--- src/hw/rtl/lir_pkg.sv ---
package lir_pkg;

  localparam int STEP_W     = 21;
  localparam int COUNT_W    = 27;
  localparam int CFG_IDX_W  = 1;
  localparam int CFG_DATA_W = 27;

  localparam logic [CFG_IDX_W-1:0] CFG_PHASE_STEP   = 1'b0;
  localparam logic [CFG_IDX_W-1:0] CFG_OUTPUT_COUNT = 1'b1;

  localparam logic [STEP_W-1:0]  PHASE_STEP_RST   = 21'd65536;
  localparam logic [COUNT_W-1:0] OUTPUT_COUNT_RST = 27'd0;

  typedef enum logic [2:0] {
    ST_IDLE,
    ST_INTERP_CHK,
    ST_INTERP_EMIT,
    ST_ADVANCE,
    ST_HELD,
    ST_ZERO,
    ST_CLEAR,
    ST_FLUSH
  } lir_state_e;

  typedef enum logic [1:0] {
    EMIT_INTERP,
    EMIT_HELD,
    EMIT_ZERO
  } lir_emit_sel_e;

  typedef struct packed {
    logic          load;
    logic          mul;
    logic          emit;
    lir_emit_sel_e sel;
    logic          advance;
    logic          clear;
    logic          flush;
  } lir_cmd_t;

  typedef struct packed {
    logic have_prev;
    logic fin;
    logic match_cur;
    logic match_beyond;
    logic slot_ok;
    logic out_free;
    logic pend_valid;
  } lir_status_t;

endpackage

--- src/hw/rtl/lir_ctrl.sv ---
module lir_ctrl (
  input  logic                 clk_i,
  input  logic                 rst_ni,
  input  logic                 in_valid_i,
  output logic                 in_ready_o,
  input  lir_pkg::lir_status_t status_i,
  output lir_pkg::lir_cmd_t    cmd_o
);
  import lir_pkg::*;

  lir_state_e state_q, state_d;

  always_ff @(posedge clk_i or negedge rst_ni) begin
    if (!rst_ni) begin
      state_q <= ST_IDLE;
    end else begin
      state_q <= state_d;
    end
  end

  always_comb begin
    state_d = state_q;
    unique case (state_q)
      ST_IDLE: begin
        if (in_valid_i) begin
          state_d = status_i.have_prev ? ST_INTERP_CHK : ST_ADVANCE;
        end
      end
      ST_INTERP_CHK: begin
        state_d = status_i.match_cur ? ST_INTERP_EMIT : ST_ADVANCE;
      end
      ST_INTERP_EMIT: begin
        if (status_i.slot_ok) begin
          state_d = ST_INTERP_CHK;
        end
      end
      ST_ADVANCE: begin
        state_d = status_i.fin ? ST_HELD : ST_FLUSH;
      end
      ST_HELD: begin
        if (!status_i.match_cur) begin
          state_d = ST_ZERO;
        end
      end
      ST_ZERO: begin
        if (!status_i.match_beyond) begin
          state_d = ST_CLEAR;
        end
      end
      ST_CLEAR: begin
        state_d = ST_FLUSH;
      end
      ST_FLUSH: begin
        if (!status_i.pend_valid || status_i.out_free) begin
          state_d = ST_IDLE;
        end
      end
      default: state_d = ST_IDLE;
    endcase
  end

  always_comb begin
    cmd_o      = '0;
    cmd_o.sel  = EMIT_INTERP;
    in_ready_o = 1'b0;
    unique case (state_q)
      ST_IDLE: begin
        in_ready_o = 1'b1;
        cmd_o.load = in_valid_i;
      end
      ST_INTERP_CHK: begin
        cmd_o.mul = status_i.match_cur;
      end
      ST_INTERP_EMIT: begin
        cmd_o.emit = status_i.slot_ok;
      end
      ST_ADVANCE: begin
        cmd_o.advance = 1'b1;
      end
      ST_HELD: begin
        cmd_o.sel  = EMIT_HELD;
        cmd_o.emit = status_i.match_cur && status_i.slot_ok;
      end
      ST_ZERO: begin
        cmd_o.sel  = EMIT_ZERO;
        cmd_o.emit = status_i.match_beyond && status_i.slot_ok;
      end
      ST_CLEAR: begin
        cmd_o.clear = 1'b1;
      end
      ST_FLUSH: begin
        cmd_o.flush = status_i.pend_valid && status_i.out_free;
      end
      default: ;
    endcase
  end

endmodule

--- src/hw/rtl/lir_dp.sv ---
module lir_dp #(
  parameter int SAMPLE_BITS  = 16,
  parameter int FRAC_BITS    = 16,
  parameter int INDEX_BITS   = 24,
  parameter int MAX_UPSAMPLE = 8
) (
  input  logic                             clk_i,
  input  logic                             rst_ni,
  input  logic                             cfg_we_i,
  input  logic [lir_pkg::CFG_IDX_W-1:0]    cfg_idx_i,
  input  logic [lir_pkg::CFG_DATA_W-1:0]   cfg_data_i,
  input  logic [SAMPLE_BITS-1:0]           in_sample_i,
  input  logic                             in_final_i,
  input  lir_pkg::lir_cmd_t                cmd_i,
  output lir_pkg::lir_status_t             status_o,
  input  logic                             out_ready_i,
  output logic                             out_valid_o,
  output logic [SAMPLE_BITS-1:0]           out_sample_o,
  output logic                             out_run_end_o,
  output logic                             out_done_o
);
  import lir_pkg::*;

  localparam int POS_W      = INDEX_BITS + FRAC_BITS;
  localparam int MAX_RES    = 3 * MAX_UPSAMPLE;
  localparam int KW         = $clog2(MAX_RES + 1);
  localparam int STEP_MIN_V = (1 << FRAC_BITS) / MAX_UPSAMPLE;
  localparam int STEP_EW    = (FRAC_BITS + 1 > STEP_W) ? FRAC_BITS + 1 : STEP_W;
  localparam int DIFF_W     = SAMPLE_BITS + 1;
  localparam int PROD_W     = SAMPLE_BITS + FRAC_BITS + 2;
  localparam int Q_W        = PROD_W - FRAC_BITS;
  localparam int SUM_W      = SAMPLE_BITS + 3;

  localparam logic [STEP_EW-1:0] STEP_MIN   = STEP_EW'(STEP_MIN_V);
  localparam logic [PROD_W-1:0]  ROUND_HALF = PROD_W'(1) << (FRAC_BITS - 1);
  localparam logic signed [SUM_W-1:0] SAT_HI = $signed({4'b0000, {(SAMPLE_BITS-1){1'b1}}});
  localparam logic signed [SUM_W-1:0] SAT_LO = $signed({4'b1111, {(SAMPLE_BITS-1){1'b0}}});

  // configuration
  logic [STEP_W-1:0]  phase_step_q;
  logic [COUNT_W-1:0] output_count_q;

  // item payload
  logic [SAMPLE_BITS-1:0] cur_q;
  logic                   fin_q;

  // resampler state
  logic [SAMPLE_BITS-1:0] prev_q, prev_d;
  logic                   have_prev_q, have_prev_d;
  logic [INDEX_BITS-1:0]  in_index_q, in_index_d;
  logic [POS_W-1:0]       pos_q, pos_d;
  logic [COUNT_W-1:0]     emitted_q, emitted_d;
  logic [KW-1:0]          k_q, k_d;

  logic signed [PROD_W-1:0] prod_q, prod_d;

  logic [SAMPLE_BITS-1:0] pend_data_q;
  logic                   pend_done_q;
  logic                   pend_valid_q, pend_valid_d;

  logic [SAMPLE_BITS-1:0] out_data_q;
  logic                   out_last_q, out_user_q;
  logic                   out_valid_q, out_valid_d;

  logic [STEP_EW-1:0]       step_raw, step_eff;
  logic [INDEX_BITS-1:0]    pos_idx, beyond_idx;
  logic                     room;
  logic                     out_free;
  logic                     push;
  logic signed [DIFF_W-1:0] diff;
  logic [FRAC_BITS-1:0]     frac;
  logic signed [PROD_W-1:0] rnd;
  logic signed [Q_W-1:0]    q;
  logic signed [SUM_W-1:0]  sum;
  logic [SAMPLE_BITS-1:0]   interp_val;
  logic [SAMPLE_BITS-1:0]   emit_val;
  logic [COUNT_W-1:0]       emitted_inc;

  always_ff @(posedge clk_i or negedge rst_ni) begin
    if (!rst_ni) begin
      phase_step_q   <= PHASE_STEP_RST;
      output_count_q <= OUTPUT_COUNT_RST;
    end else if (cfg_we_i) begin
      unique case (cfg_idx_i)
        CFG_PHASE_STEP:   phase_step_q   <= cfg_data_i[STEP_W-1:0];
        CFG_OUTPUT_COUNT: output_count_q <= cfg_data_i[COUNT_W-1:0];
        default: ;
      endcase
    end
  end

  assign step_raw = STEP_EW'(phase_step_q);
  assign step_eff = (step_raw < STEP_MIN) ? STEP_MIN : step_raw;

  assign pos_idx     = pos_q[POS_W-1:FRAC_BITS];
  assign beyond_idx  = in_index_q + INDEX_BITS'(1);
  assign room        = (emitted_q < output_count_q) && (k_q < KW'(MAX_RES));
  assign out_free    = !out_valid_q || out_ready_i;
  assign emitted_inc = emitted_q + COUNT_W'(1);

  // multiply stage: (cur - prev) * frac
  assign frac   = pos_q[FRAC_BITS-1:0];
  assign diff   = $signed({cur_q[SAMPLE_BITS-1], cur_q}) - $signed({prev_q[SAMPLE_BITS-1], prev_q});
  assign prod_d = PROD_W'(diff) * PROD_W'($signed({1'b0, frac}));

  // round half up, add, saturate
  assign rnd = prod_q + $signed(ROUND_HALF);
  assign q   = rnd[PROD_W-1:FRAC_BITS];
  assign sum = SUM_W'($signed(prev_q)) + SUM_W'(q);

  always_comb begin
    if (sum > SAT_HI) begin
      interp_val = SAT_HI[SAMPLE_BITS-1:0];
    end else if (sum < SAT_LO) begin
      interp_val = SAT_LO[SAMPLE_BITS-1:0];
    end else begin
      interp_val = sum[SAMPLE_BITS-1:0];
    end
  end

  always_comb begin
    unique case (cmd_i.sel)
      EMIT_INTERP: emit_val = interp_val;
      EMIT_HELD:   emit_val = prev_q;
      EMIT_ZERO:   emit_val = '0;
      default:     emit_val = '0;
    endcase
  end

  always_comb begin
    prev_d      = prev_q;
    have_prev_d = have_prev_q;
    in_index_d  = in_index_q;
    pos_d       = pos_q;
    emitted_d   = emitted_q;
    k_d         = k_q;
    priority if (cmd_i.load) begin
      k_d = '0;
    end else if (cmd_i.emit) begin
      emitted_d = emitted_inc;
      pos_d     = pos_q + POS_W'(step_eff);
      k_d       = k_q + KW'(1);
    end else if (cmd_i.advance) begin
      if (have_prev_q) begin
        in_index_d = in_index_q + INDEX_BITS'(1);
      end
      prev_d      = cur_q;
      have_prev_d = 1'b1;
    end else if (cmd_i.clear) begin
      prev_d      = '0;
      have_prev_d = 1'b0;
      in_index_d  = '0;
      pos_d       = '0;
      emitted_d   = '0;
    end
  end

  always_ff @(posedge clk_i or negedge rst_ni) begin
    if (!rst_ni) begin
      prev_q      <= '0;
      have_prev_q <= 1'b0;
      in_index_q  <= '0;
      pos_q       <= '0;
      emitted_q   <= '0;
      k_q         <= '0;
    end else begin
      prev_q      <= prev_d;
      have_prev_q <= have_prev_d;
      in_index_q  <= in_index_d;
      pos_q       <= pos_d;
      emitted_q   <= emitted_d;
      k_q         <= k_d;
    end
  end

  always_ff @(posedge clk_i) begin
    if (cmd_i.load) begin
      cur_q <= in_sample_i;
      fin_q <= in_final_i;
    end
    if (cmd_i.mul) begin
      prod_q <= prod_d;
    end
    if (cmd_i.emit) begin
      pend_data_q <= emit_val;
      pend_done_q <= (emitted_inc == output_count_q);
    end
    if (push) begin
      out_data_q <= pend_data_q;
      out_last_q <= cmd_i.flush;
      out_user_q <= pend_done_q;
    end
  end

  // a new word moves the held one forward; run_end is known only on flush
  assign push         = (cmd_i.emit && pend_valid_q) || cmd_i.flush;
  assign pend_valid_d = cmd_i.emit ? 1'b1 : (cmd_i.flush ? 1'b0 : pend_valid_q);
  assign out_valid_d  = push || (out_valid_q && !out_ready_i);

  always_ff @(posedge clk_i or negedge rst_ni) begin
    if (!rst_ni) begin
      pend_valid_q <= 1'b0;
      out_valid_q  <= 1'b0;
    end else begin
      pend_valid_q <= pend_valid_d;
      out_valid_q  <= out_valid_d;
    end
  end

  assign status_o.have_prev    = have_prev_q;
  assign status_o.fin          = fin_q;
  assign status_o.match_cur    = room && (pos_idx == in_index_q);
  assign status_o.match_beyond = room && (pos_idx == beyond_idx);
  assign status_o.slot_ok      = !pend_valid_q || out_free;
  assign status_o.out_free     = out_free;
  assign status_o.pend_valid   = pend_valid_q;

  assign out_valid_o   = out_valid_q;
  assign out_sample_o  = out_data_q;
  assign out_run_end_o = out_last_q;
  assign out_done_o    = out_user_q;

endmodule

--- src/hw/rtl/linear_interp_resampler_core.sv ---
// one input word at a time; a word after the first of a buffer loads, then emits each
// interpolated output through the registered multiplier; a first word only advances
// a final word then emits held and zero outputs and clears; output stalls hold the item
// the last word of an item is held back until the item ends, so it carries run_end
// rst_ni is asynchronous active low: clears state, phase_step to 1.0, output_count to 0
module linear_interp_resampler_core #(
  parameter int SAMPLE_BITS  = 16,
  parameter int FRAC_BITS    = 16,
  parameter int INDEX_BITS   = 24,
  parameter int MAX_UPSAMPLE = 8
) (
  input  logic                           clk_i,
  input  logic                           rst_ni,
  input  logic                           cfg_we_i,
  input  logic [lir_pkg::CFG_IDX_W-1:0]  cfg_idx_i,
  input  logic [lir_pkg::CFG_DATA_W-1:0] cfg_data_i,
  input  logic                           s_axis_tvalid,
  output logic                           s_axis_tready,
  input  logic [((SAMPLE_BITS+7)/8)*8-1:0] s_axis_tdata,  // sample_in
  input  logic                           s_axis_tlast,  // final_sample
  output logic                           m_axis_tvalid,
  input  logic                           m_axis_tready,
  output logic [((SAMPLE_BITS+7)/8)*8-1:0] m_axis_tdata,  // sample_out
  output logic                           m_axis_tlast,  // run_end
  output logic                           m_axis_tuser   // stream_done
);
  import lir_pkg::*;

  localparam int TDATA_W = ((SAMPLE_BITS + 7) / 8) * 8;

  lir_cmd_t               cmd;
  lir_status_t            status;
  logic [SAMPLE_BITS-1:0] out_sample;

  lir_ctrl u_ctrl (
    .clk_i      (clk_i),
    .rst_ni     (rst_ni),
    .in_valid_i (s_axis_tvalid),
    .in_ready_o (s_axis_tready),
    .status_i   (status),
    .cmd_o      (cmd)
  );

  lir_dp #(
    .SAMPLE_BITS  (SAMPLE_BITS),
    .FRAC_BITS    (FRAC_BITS),
    .INDEX_BITS   (INDEX_BITS),
    .MAX_UPSAMPLE (MAX_UPSAMPLE)
  ) u_dp (
    .clk_i         (clk_i),
    .rst_ni        (rst_ni),
    .cfg_we_i      (cfg_we_i),
    .cfg_idx_i     (cfg_idx_i),
    .cfg_data_i    (cfg_data_i),
    .in_sample_i   (s_axis_tdata[SAMPLE_BITS-1:0]),
    .in_final_i    (s_axis_tlast),
    .cmd_i         (cmd),
    .status_o      (status),
    .out_ready_i   (m_axis_tready),
    .out_valid_o   (m_axis_tvalid),
    .out_sample_o  (out_sample),
    .out_run_end_o (m_axis_tlast),
    .out_done_o    (m_axis_tuser)
  );

  assign m_axis_tdata = TDATA_W'(out_sample);

endmodule

--- config.mk ---
export PLATFORM = sky130hd
export DESIGN_NAME = linear_interp_resampler_core
export DESIGN_NICKNAME = d
export VERILOG_FILES = /design/src/hw/rtl/lir_pkg.sv /design/src/hw/rtl/lir_ctrl.sv /design/src/hw/rtl/lir_dp.sv /design/src/hw/rtl/linear_interp_resampler_core.sv
export SDC_FILE = /design/constraint.sdc
export NUM_CORES = 1
export LEC_CHECK = 0
export BUFFER_PORTS_ARGS = -buffer_cell sky130_fd_sc_hd__buf_4
export CAP_MARGIN = 10
export CORE_UTILIZATION = 45
export CTS_CLUSTER_DIAMETER = 200
export DETAILED_ROUTE_END_ITERATION = 7
export PLACE_DENSITY = 0.63
export SLEW_MARGIN = 30
export SYNTH_ARGS = -nofsm -noshare
export SYNTH_HDL_FRONTEND = slang
export SYNTH_SLANG_ARGS = --single-unit
--- constraint.sdc ---
create_clock -name clk_i -period 7.7 [get_ports clk_i]
set_input_delay 0.385 -clock clk_i [delete_from_list [all_inputs] [get_ports clk_i]]
set_output_delay 0.385 -clock clk_i [all_outputs]
set_load 0.02 [all_outputs]
; Yosys cells after proc, flatten, opt, wreduce, memory -nomap -nowiden
; Index checks and enable logic that the tools add are counted.
[op_classes]
eq_ne = 18
n_mux = 38
n_lt_le_gt_ge = 5
n_bitwise = 3
mul = 1
reduce_logical = 27
n_addsub = 7
[ops]
columns = operator, n
row1 = $mux W40, 3
row2 = $mux W27, 3
row3 = $mux W24, 3
row4 = $mux W16, 4
row5 = $eq A24 B24 Y1, 2
row6 = $add A40 B21 Y40, 1
row7 = $add A34 B17 Y34 const B, 1
row8 = $mul A17 B17 Y34, 1
row9 = $pmux W16 S2, 1
row10 = $add A27 B1 Y27 const B, 1
row11 = $eq A27 B27 Y1, 1
row12 = $lt A27 B27 Y1, 1
row13 = $add A24 B1 Y24 const B, 1
row14 = $pmux W3 S8, 1
row15 = $lt A21 B14 Y1 const B, 1
row16 = $mux W21, 1
row17 = $add A16 B18 Y19, 1
row18 = $gt A19 B16 Y1 const B, 1
row19 = $lt A19 B16 Y1 const B, 1
row20 = $sub A16 B16 Y17, 1
row21 = $mux W3, 5
row22 = $eq A3 B3 Y1 const B, 4
row23 = $mux W1, 11
row24 = $mux W5, 2
row25 = other kinds (21), 47
[totals]
ff_bits = 252
input_bits = 50

; Longest topological paths before layout
; Gate-level depths: netlist of the first run.
[depth]
ltp_word = 8
mapped_depth = 36
mapped_depth_nobuf = 35

; Modules after synthesis
; Synthesis of the first run repeated with hierarchy kept, for this count alone.
[hier_totals]
cells_unflattened = 2657
hier_area_um2 = 25074.0
[modules_own_cells]
columns = module, area_each_um2, seq_area_each_um2, cells_per_inst, instances
row1 = lir_dp, 24726.2, 6212.2, 2615, 1
row2 = lir_ctrl, 347.8, 75.1, 42, 1

; Least setup slack after synthesis of the first run
; Ideal clock, no wire load.
[synth_timing]
kind = flip-flop to flip-flop
from = register u_dp.prev_q[0]
to = register u_dp.prod_q[33], data pin
arrival_ns = 8.237
stages_incl_launch_ff = 34
setup_ns = 0.260
setup_slack_ns = -0.797
cell_sequence = dfrtp_1 -> ha_1 -> fa_1 -> nor2b_1 -> o21ai_0 -> a21boi_0 -> o21ai_0 -> a21boi_0 -> o2111ai_1 -> nand3_1 -> nand2_1 -> xnor2_1 -> clkbuf_1 -> nand2_1 -> fa_1 -> fa_1 -> fa_1 -> inv_1 -> fa_1 -> fa_1 -> inv_1 -> fa_1 -> inv_1 -> ha_1 -> o21ai_0 -> o221ai_1 -> a221oi_1 -> a31oi_1 -> a221o_1 -> o41a_1 -> nand4_1 -> nand4b_1 -> a21oi_1 -> xnor2_1
[synth_between]
elab_chain_cells = 2
[synth_lines]
columns = item, line_no
row1 = "start, declared", lir_dp.sv:48  ; logic [SAMPLE_BITS-1:0] prev_q, prev_d;
row2 = "start signal, assigned", lir_dp.sv:167  ; prev_q <= prev_d;
row3 = $sub A16 B16 Y17, lir_dp.sv:103  ; assign diff = $signed({cur_q[SAMPLE_BITS-1], cur_q}) - $signed({prev_q[SAMPLE_BITS-1], prev_q});
row4 = $mul A17 B17 Y34, lir_dp.sv:104  ; assign prod_d = PROD_W'(diff) * PROD_W'($signed({1'b0, frac}));
row5 = net u_dp.prod_d[33], lir_dp.sv:55  ; logic signed [PROD_W-1:0] prod_q, prod_d;
row6 = "end signal, assigned", lir_dp.sv:182  ; prod_q <= prod_d;
row7 = "end, declared", lir_dp.sv:55
; The timed path passes the listed nets, and every way through them passes these cells.
; A chain may end at the register's enable or synchronous reset.

; Final worst setup path of the first run
; Ends and elaborated chain as after synthesis.

==> metrics.txt, run 1 <==
setup tns final=-2.98 ns; Std-Cell Rows=86; drt total wl=around 64000 um; Clock Path Buffers=3; Detail Placement HPWL=49600 um; data arrival time of the critical path=8.50 ns; startpoint types=flip-flop; IO buf count=69; Cell Area, Synth=25100 um2; post-layout util=0.526; Slew Limit Fails=0; WP data required=between 8 and 9 ns; CP max-delay cell=fa_1; Die Ht=238 um; critical path class=flip-flop to flip-flop; Worst Hold Class=primary input to flip-flop; #FFs+latches synth=around 240; register area=6290 um2; Nets=about 3400; FMAX=122 MHz; largest net degree at the start of global routing=94; multi-input logic area=~17000 um2; relative max-transition margin=0.337; setup ws final=-0.486 ns; TritonRoute pass-1 iters=5; Yosys cell types=76; global-route usage over all layers=0.227; GRT Residual Overflow=0; Via-to-Cell Ratio=5.33; die width=238 um; Initial Util=0.456; final hold violations=0; Worst-path clk slew=0.06 ns; top_reg_cell synth=dfrtp_1; via count=19300; Placer Congestion=approximately 0.9; DR iter-0 viols=1194; status=complete, but fails checks; area delta synth->final=15.4%; endpoints failing setup=10; period utilization=1.06; # Max-Cap Violations=0; global-route wire length before repair=103000 um; Inst Count DP=roughly 3500; area of the die=56700 um2; synthesis warning total=0; post-route insts no fill=3627; drt drc=0; # IOs=70; WL/cell=17.7 um; Final Critical Period=8.19 ns; vias in the first global route=between 15000 and 20000; CTS tree=built; layout cells sized above 1=0.151; commonest non-fill, non-tap cell in the layout=inv_1; Antenna Nets Post-Route=0; clk sink count=between 200 and 250; initial antenna violation count=0; Worst Tran Pin Value=0.995 ns; cts bufs inserted=28; failing checks=setup timing; synthesized netlist cell count=2704; post-synthesis sequential area ratio=0.250; ANT cells=0; Layout fillers=4988; Root Driver=clkbuf_16; Crit path top cell by count=fa_1; CP Capture Type=flip-flop; core region area=55100 um2; RSZ-0062 raised after global routing=true; CP Max Fanout=3; most frequent cells in the layout=inv_1, nand2_1, fa_1; Worst-Skew Late Latency=0.61 ns; Critical Path Max Stage Delay=0.54 ns; Setup Skew=0.0540 ns; H-tree levels=1; Net Count, Synth=3199; Avg Cell Area, Syn=9.28 um2; Min Hold Slack=a little under 0.02 ns; Async SR Flop Fraction=0.700; Post-synth EDFFs=71
## worst max-delay path: cells and delay by family (launching register included)
| kind | cells | cell delay (ns) |
|---|---|---|
| buffers and inverters | 6 | 0.58 |
| and+or+nand+nor | 7 | 0.82 |
| adders and majority gates | 9 | 3.85 |
| xor gates and xnor gates | 1 | 0.07 |
| AOI/OAI and AO/OA | 11 | 2.19 |
| DFF | 1 | 0.40 |
## cells by family after synthesis
family | after synthesis | synth area share
xor gates and xnor gates | 183 | 0.0639
buffers and inverters | 548 | 0.0833
DFF | 237 | 0.250
adders and majority gates | 451 | 0.306
AOI/OAI and AO/OA | 336 | 0.0889
and+or+nand+nor | 880 | 0.177
muxes | 69 | 0.0302
## final timing paths
check,cells past startpoint,to,start,slack [ns]
setup / recovery,34,u_dp.prod_q[33]$_DFFE_PP_,u_dp.prev_q[0]$_DFFE_PN0P_,-0.49
hold / removal,2,u_dp.output_count_q[23]$_DFFE_PN0P_,cfg_data_i[23],0.02
setup reg to reg,34,u_dp.prod_q[33]$_DFFE_PP_,u_dp.prev_q[0]$_DFFE_PN0P_,-0.49
hold reg to reg,0,u_dp.out_sample_o[4]$_DFFE_PP_,u_dp.pend_data_q[4]$_DFFE_PP_,0.42
max in group asynchronous,4,u_dp.pos_q[2]$_DFFE_PN0P_,rst_ni,5.50
min in group asynchronous,2,u_dp.pos_q[32]$_DFFE_PN0P_,rst_ni,0.39
## flip-flops by register name, indices dropped and copies added (netlist names), 3 cells and up
signal               count
u_dp.k_q                 5
u_dp.emitted_q          27
u_dp.cur_q              16
u_dp.in_index_q         24
u_dp.out_sample_o       16
u_dp.pos_q              40
u_dp.pend_data_q        16
u_dp.prev_q             16
u_dp.phase_step_q       21
u_dp.output_count_q     27
u_dp.prod_q             19
u_ctrl.state_q           3
## cell type report
class | instances | share of cell area
Clock inverter | 15 | 0.00721
Tap cell | 748 | 0.0323
Inverter | 435 | 0.0564
Timing Repair Buffer | 235 | 0.0665
Clock buffer | 37 | 0.0257
Multi-Input combinational cell | 1920 | 0.595
Sequential cell | 237 | 0.217
## through the flow
stage	instance area [um2]	setup WS (ns)
final	29000	-0.486
after CTS	28800	-0.424
after detailed placement	27300	-0.639
after floorplan	25400	-0.128
after global routing	29000	-0.823
after global placement	27300	-0.538
## cells in the mapped netlist, types with 14 or more instances
cell | instances | area share
nand2_1 | 292 | 0.044
ha_1 | 171 | 0.085
nor2b_1 | 40 | 0.010
a21oi_1 | 81 | 0.016
edfxtp_1 | 71 | 0.085
fa_1 | 274 | 0.22
o21ai_0 | 75 | 0.015
nor4_1 | 16 | 0.0040
nand2b_1 | 22 | 0.0055
nor3_1 | 41 | 0.0082
nand4_1 | 28 | 0.0070
xnor2_1 | 102 | 0.036
mux2_2 | 54 | 0.024
clkbuf_1 | 94 | 0.014
nor2_1 | 106 | 0.016
or3_1 | 15 | 0.0037
mux2i_1 | 15 | 0.0060
and2_1 | 133 | 0.033
inv_1 | 434 | 0.065
and3_1 | 36 | 0.0090
nand3_1 | 100 | 0.020
o31ai_1 | 15 | 0.0045
dfrtp_1 | 165 | 0.16
a21o_1 | 36 | 0.011
a22o_1 | 14 | 0.0049
xor2_1 | 81 | 0.028
## per-layer routing
| layer | wire, um | share of wire | vias to the layer above | global-route usage |
|---|---|---|---|---|
| li1 | - | - | 9135 | - |
| met1 | 28900 | 0.45 | 9655 | 0.311 |
| met2 | 30200 | 0.47 | 477 | 0.373 |
| met3 | 3690 | 0.057 | 82 | 0.0374 |
| met4 | 1530 | 0.024 | 0 | 0.0618 |
| met5 | 0 | 0 | - | 0 |
## timing repair
item,CTS,global route
cloned,1,0
gates resized for setup,44,21
endpoints found under the hold margin,92,4
setup buffers,18,7
hold buffers,17,4
endpoints found under the setup margin,10,14
pin swaps,49,38
Power of run 1 is left out: the tool's default activity adds up to more than one toggle a clock period on the data nets, which glitch-free logic cannot reach.
==> inputs of run 2 (changes only) <==
--- a/config.mk
+++ b/config.mk
@@ -10,6 +10,7 @@
 export CORE_UTILIZATION = 45
 export CTS_CLUSTER_DIAMETER = 200
 export DETAILED_ROUTE_END_ITERATION = 7
+export HOLD_SLACK_MARGIN = 0.03
 export PLACE_DENSITY = 0.63
 export SLEW_MARGIN = 30
 export SYNTH_ARGS = -nofsm -noshare
==> run 2 against run 1 <==
Effect of this change: the run still ends with setup timing left; critical path depth stayed put; wire length is 0.43% higher; die area stayed put.
==> metrics.txt, run 2 (synthesis gave the netlist of run 1 again) <==
CP Max Fanout=3; area delta synth->final=16.3%; final hold violations=0; WP data required=8.01 ns; max FFs per register=40; relative max-transition margin=0.347; endpoints failing setup=10; IO buf count=69; FMAX=roughly 120 MHz; Die Ht=roughly 240 um; Detail Placement HPWL=49600 um; ANT cells=0; layout cells sized above 1=0.150; CTS tree=built; initial antenna violation count=0; die width=238 um; cts bufs inserted=28; Layout fillers=between 4000 and 5000; setup ws final=-0.484 ns; Worst Tran Pin Value=0.979 ns; largest net degree at the start of global routing=94; DR iter-0 viols=1281; vias in the first global route=19700; GRT Residual Overflow=0; area of the die=around 57000 um2; register area=6290 um2; WL/cell=17.7 um; startpoint types=flip-flop; Root Driver=clkbuf_16; Antenna Nets Post-Route=0; Initial Util=0.456; critical path class=flip-flop to flip-flop; Critical Path Max Stage Delay=0.54 ns; drt total wl=64600 um; core region area=~55000 um2; CP Capture Type=flip-flop; failing checks=setup timing; Setup Skew=between 0.05 and 0.06 ns; Nets=about 3400; global-route usage over all layers=0.228; clk sink count=237; Slew Limit Fails=0; Worst Hold Class=primary input to flip-flop; Worst-Skew Late Latency=0.62 ns; # Max-Cap Violations=0; H-tree levels=1; largest register by flop count=u_dp.pos_q; multi-input logic area=17200 um2; post-route insts no fill=3649; RSZ-0062 raised after global routing=true; # IOs=70; period utilization=1.06; commonest non-fill, non-tap cell in the layout=inv_1; Final Critical Period=8.18 ns; Worst-path clk slew=0.06 ns; data arrival time of the critical path=8.50 ns; via count=19500; Crit path top cell by count=fa_1; TritonRoute pass-1 iters=5; most frequent cells in the layout=inv_1, nand2_1, fa_1; Via-to-Cell Ratio=5.34; Placer Congestion=0.894; CP max-delay cell=fa_1; Std-Cell Rows=86; Clock Path Buffers=3; global-route wire length before repair=between 100000 and 150000 um; drt drc=0; status=complete, but fails checks; Inst Count DP=3529; top flop regs=u_dp.pos_q: 40 flops, u_dp.emitted_q: 27 flops, u_dp.output_count_q: 27 flops
-- run 2: cell types whose count changed in the layout (fill, tap and decap cells not counted) --
cell	previous run	this run
dlygate4sd3_1	21	43
-- run 2: stage by stage --
step | setup WS [ns] | utilization | area, um2 | hold slack [ns] | setup TNS [ns]
CTS | -0.424 | 0.524 | 28900 | 0.0309 | -1.83
floorplan | -0.128 | - | 25400 | 0.0894 | -0.260
detailed placement | -0.639 | 0.496 | 27300 | 0.405 | -3.95
finish | -0.484 | 0.530 | 29200 | 0.0382 | -2.90
global placement | -0.538 | 0.496 | 27300 | 0.401 | -2.94
global route | -0.823 | 0.530 | 29200 | 0.0326 | -6.82
-- run 2: what timing repair did --
item / in CTS / in global routing
setup buffers: 18 / 7
pin swaps: 49 / 38
setup endpoints to repair: 10 / 14
gates cloned: 1 / 0
gates resized for setup: 44 / 21
endpoints found under the hold margin: 99 / 33
hold buffers: 24 / 19
-- run 2: final cells by class --
class	instances	area share
Inverter	435	0.0559
Sequential cell	237	0.215
Clock inverter	15	0.00716
Multi-Input combinational cell	1920	0.590
Clock buffer	37	0.0255
Timing Repair Buffer	257	0.0735
Tap cell	748	0.0321
-- run 2: final timing paths --
check,to,cells after the start,from,slack (ns)
worst max-delay path,u_dp.prod_q[33]$_DFFE_PP_,34,u_dp.prev_q[0]$_DFFE_PN0P_,-0.48
worst min-delay path,u_dp.output_count_q[7]$_DFFE_PN0P_,2,cfg_data_i[7],0.04
worst max register to register,u_dp.prod_q[33]$_DFFE_PP_,34,u_dp.prev_q[0]$_DFFE_PN0P_,-0.48
worst min register to register,u_dp.out_sample_o[4]$_DFFE_PP_,0,u_dp.pend_data_q[4]$_DFFE_PP_,0.42
max in group asynchronous,u_dp.pos_q[2]$_DFFE_PN0P_,4,rst_ni,5.51
min in group asynchronous,u_dp.pos_q[32]$_DFFE_PN0P_,2,rst_ni,0.38
-- run 2: critical path, delay by kind of cell (launching register included) --
kind / cells / cell delay (ns)
adders and majority gates: 9 / 3.85
AOI/OAI and AO/OA: 11 / 2.19
and+or+nand+nor: 7 / 0.82
buffers and inverters: 6 / 0.57
DFF: 1 / 0.40
xor gates and xnor gates: 1 / 0.07
-- run 2: layer usage --
layer	vias to the layer above	wire, um	GRT usage
li1	9201	-	-
met1	9700	29000	0.311
met2	477	30400	0.374
met3	100	3540	0.0374
met4	0	1630	0.0618
met5	-	0	0
Power of run 2 is left out for the same reason.
==> inputs of run 3 (changes only) <==
--- a/config.mk
+++ b/config.mk
@@ -7,11 +7,12 @@
 export LEC_CHECK = 0
 export BUFFER_PORTS_ARGS = -buffer_cell sky130_fd_sc_hd__buf_4
 export CAP_MARGIN = 10
-export CORE_UTILIZATION = 45
+export CORE_UTILIZATION = 50
 export CTS_CLUSTER_DIAMETER = 200
 export DETAILED_ROUTE_END_ITERATION = 7
+export GPL_ROUTABILITY_DRIVEN = 0
 export HOLD_SLACK_MARGIN = 0.03
-export PLACE_DENSITY = 0.63
+export PLACE_DENSITY = 0.69
 export SLEW_MARGIN = 30
 export SYNTH_ARGS = -nofsm -noshare
 export SYNTH_HDL_FRONTEND = slang
==> run 3 against run 2 <==
Effect of this change: the flow still finishes with violations (setup timing); via count shrank 0.66%; worst hold slack better by 0.017 ns; critical path depth unchanged; non-clock buffer count is 22 lower; sequential share of layout area up 0.22 points; cell count down 3.0%; highest routed layer unchanged; utilization increased by 5.7 points; critical path type unchanged; wire length is 3.3% lower.
==> metrics.txt, run 3 (synthesis gave the netlist of run 1 again) <==
status=complete, but fails checks; failing checks=setup timing; FMAX=122 MHz; multi-input logic area=17300 um2; commonest non-fill, non-tap cell in the layout=inv_1; WP data required=8.01 ns; most frequent cells in the layout=inv_1, nand2_1, fa_1; Setup Skew=between 0.03 and 0.04 ns; Worst Tran Pin Value=0.924 ns; drt total wl=~62000 um; Critical Path Max Stage Delay=about 0.56 ns; Detail Placement HPWL=between 40000 and 50000 um; CP max-delay cell=fa_1; initial antenna violation count=0; setup ws final=-0.485 ns; startpoint types=flip-flop; Via-to-Cell Ratio=roughly 5.5; Layout fillers=4169; Die Ht=226 um; via count=between 15000 and 20000; period utilization=1.06; RSZ-0062 raised after global routing=true; IO buf count=69; Worst-Skew Late Latency=0.59 ns; Root Driver=clkbuf_16; cts bufs inserted=28; layout cells sized above 1=0.152; critical path class=flip-flop to flip-flop; relative max-transition margin=0.384; Nets=3351; DR iter-0 viols=1360; area of the die=51100 um2; H-tree levels=1; top flop regs=u_dp.pos_q: 40 flops, u_dp.emitted_q: 27 flops, u_dp.output_count_q: 27 flops; WL/cell=17.6 um; CTS tree=built; CP Capture Type=flip-flop; TritonRoute pass-1 iters=7; Worst-path clk slew=0.06 ns; final hold violations=0; Antenna Nets Post-Route=0; core region area=between 40000 and 50000 um2; largest register by flop count=u_dp.pos_q; CP Max Fanout=6; register area=6290 um2; Final Critical Period=8.19 ns; post-layout util=0.587; area delta synth->final=15.1%; ANT cells=0; GRT Residual Overflow=0; global-route usage over all layers=0.250; largest net degree at the start of global routing=88; max FFs per register=40; # IOs=70; endpoints failing setup=10; Clock Path Buffers=3; global-route wire length before repair=102000 um; CP top delay family=adder cells; Crit path top cell by count=fa_1; vias in the first global route=19700; Worst Hold Class=primary input to flip-flop; Std-Cell Rows=81; Initial Util=0.510; CP bufs+invs=5; drt drc=0; clk sink count=237; Slew Limit Fails=0; die width=226 um; data arrival time of the critical path=8.50 ns; # Max-Cap Violations=0
==> run 3: layer usage <==
| metal | track usage | routed length, um |
|---|---|---|
| met1 | 0.327 | 26800 |
| met2 | 0.437 | 30800 |
| met3 | 0.0288 | 3220 |
| met4 | 0.0680 | 1660 |
| met5 | 0 | 0 |
==> run 3: path summary, 6_finish.rpt <==
check	from	end	slack (ns)	depth (start not counted)
worst max-delay path	u_dp.prev_q[0]$_DFFE_PN0P_	u_dp.prod_q[33]$_DFFE_PP_	-0.49	34
worst max register to register	u_dp.prev_q[0]$_DFFE_PN0P_	u_dp.prod_q[33]$_DFFE_PP_	-0.49	34
min in group asynchronous	rst_ni	u_dp.prev_q[3]$_DFFE_PN0P_	0.36	2
max in group asynchronous	rst_ni	u_dp.pos_q[6]$_DFFE_PN0P_	5.42	4
worst min register to register	u_dp.pend_data_q[6]$_DFFE_PP_	u_dp.out_sample_o[6]$_DFFE_PP_	0.41	0
worst min-delay path	cfg_data_i[17]	u_dp.output_count_q[17]$_DFFE_PN0P_	0.05	2
==> run 3: worst reg2reg max path, delay by kind of cell (launching register included) <==
kind            cells  cell delay (ns)
fa+ha+maj           9             3.75
buf+inv             5             0.40
compound gates     11             2.20
xor+xnor            2             0.28
flops               1             0.41
simple gates        7             0.91
==> run 3: metrics by stage <==
stage	TNS [ns]	cell area (um2)	cells	worst slack (ns)	hold WS (ns)
5_1_grt	-6.62	28900	3540	-0.854	0.0313
3_5_place_dp	-3.29	27200	3439	-0.585	0.386
6_report	-2.91	28900	3540	-0.485	0.0548
3_3_place_gp	-1.91	27200	3439	-0.428	0.381
2_1_floorplan	-0.260	25400	2704	-0.128	0.0894
4_1_cts	-1.86	28700	3531	-0.411	0.0306
==> run 3: final cells by class <==
cell class / count / share of cell area
repair buffers: 235 / 0.0660
well taps: 664 / 0.0287
multi-input cells: 1919 / 0.597
clock buffers: 43 / 0.0301
inverters: 435 / 0.0565
flip-flops and latches: 237 / 0.218
clock inverters: 7 / 0.00385
==> run 3: what timing repair did <==
item,in CTS,in global routing
endpoints found under the setup margin,10,16
pin swaps,48,45
hold buffers,24,0
resized for setup,28,49
endpoints found under the hold margin,80,0
setup buffers,18,12
Power of run 3 is left out for the same reason.
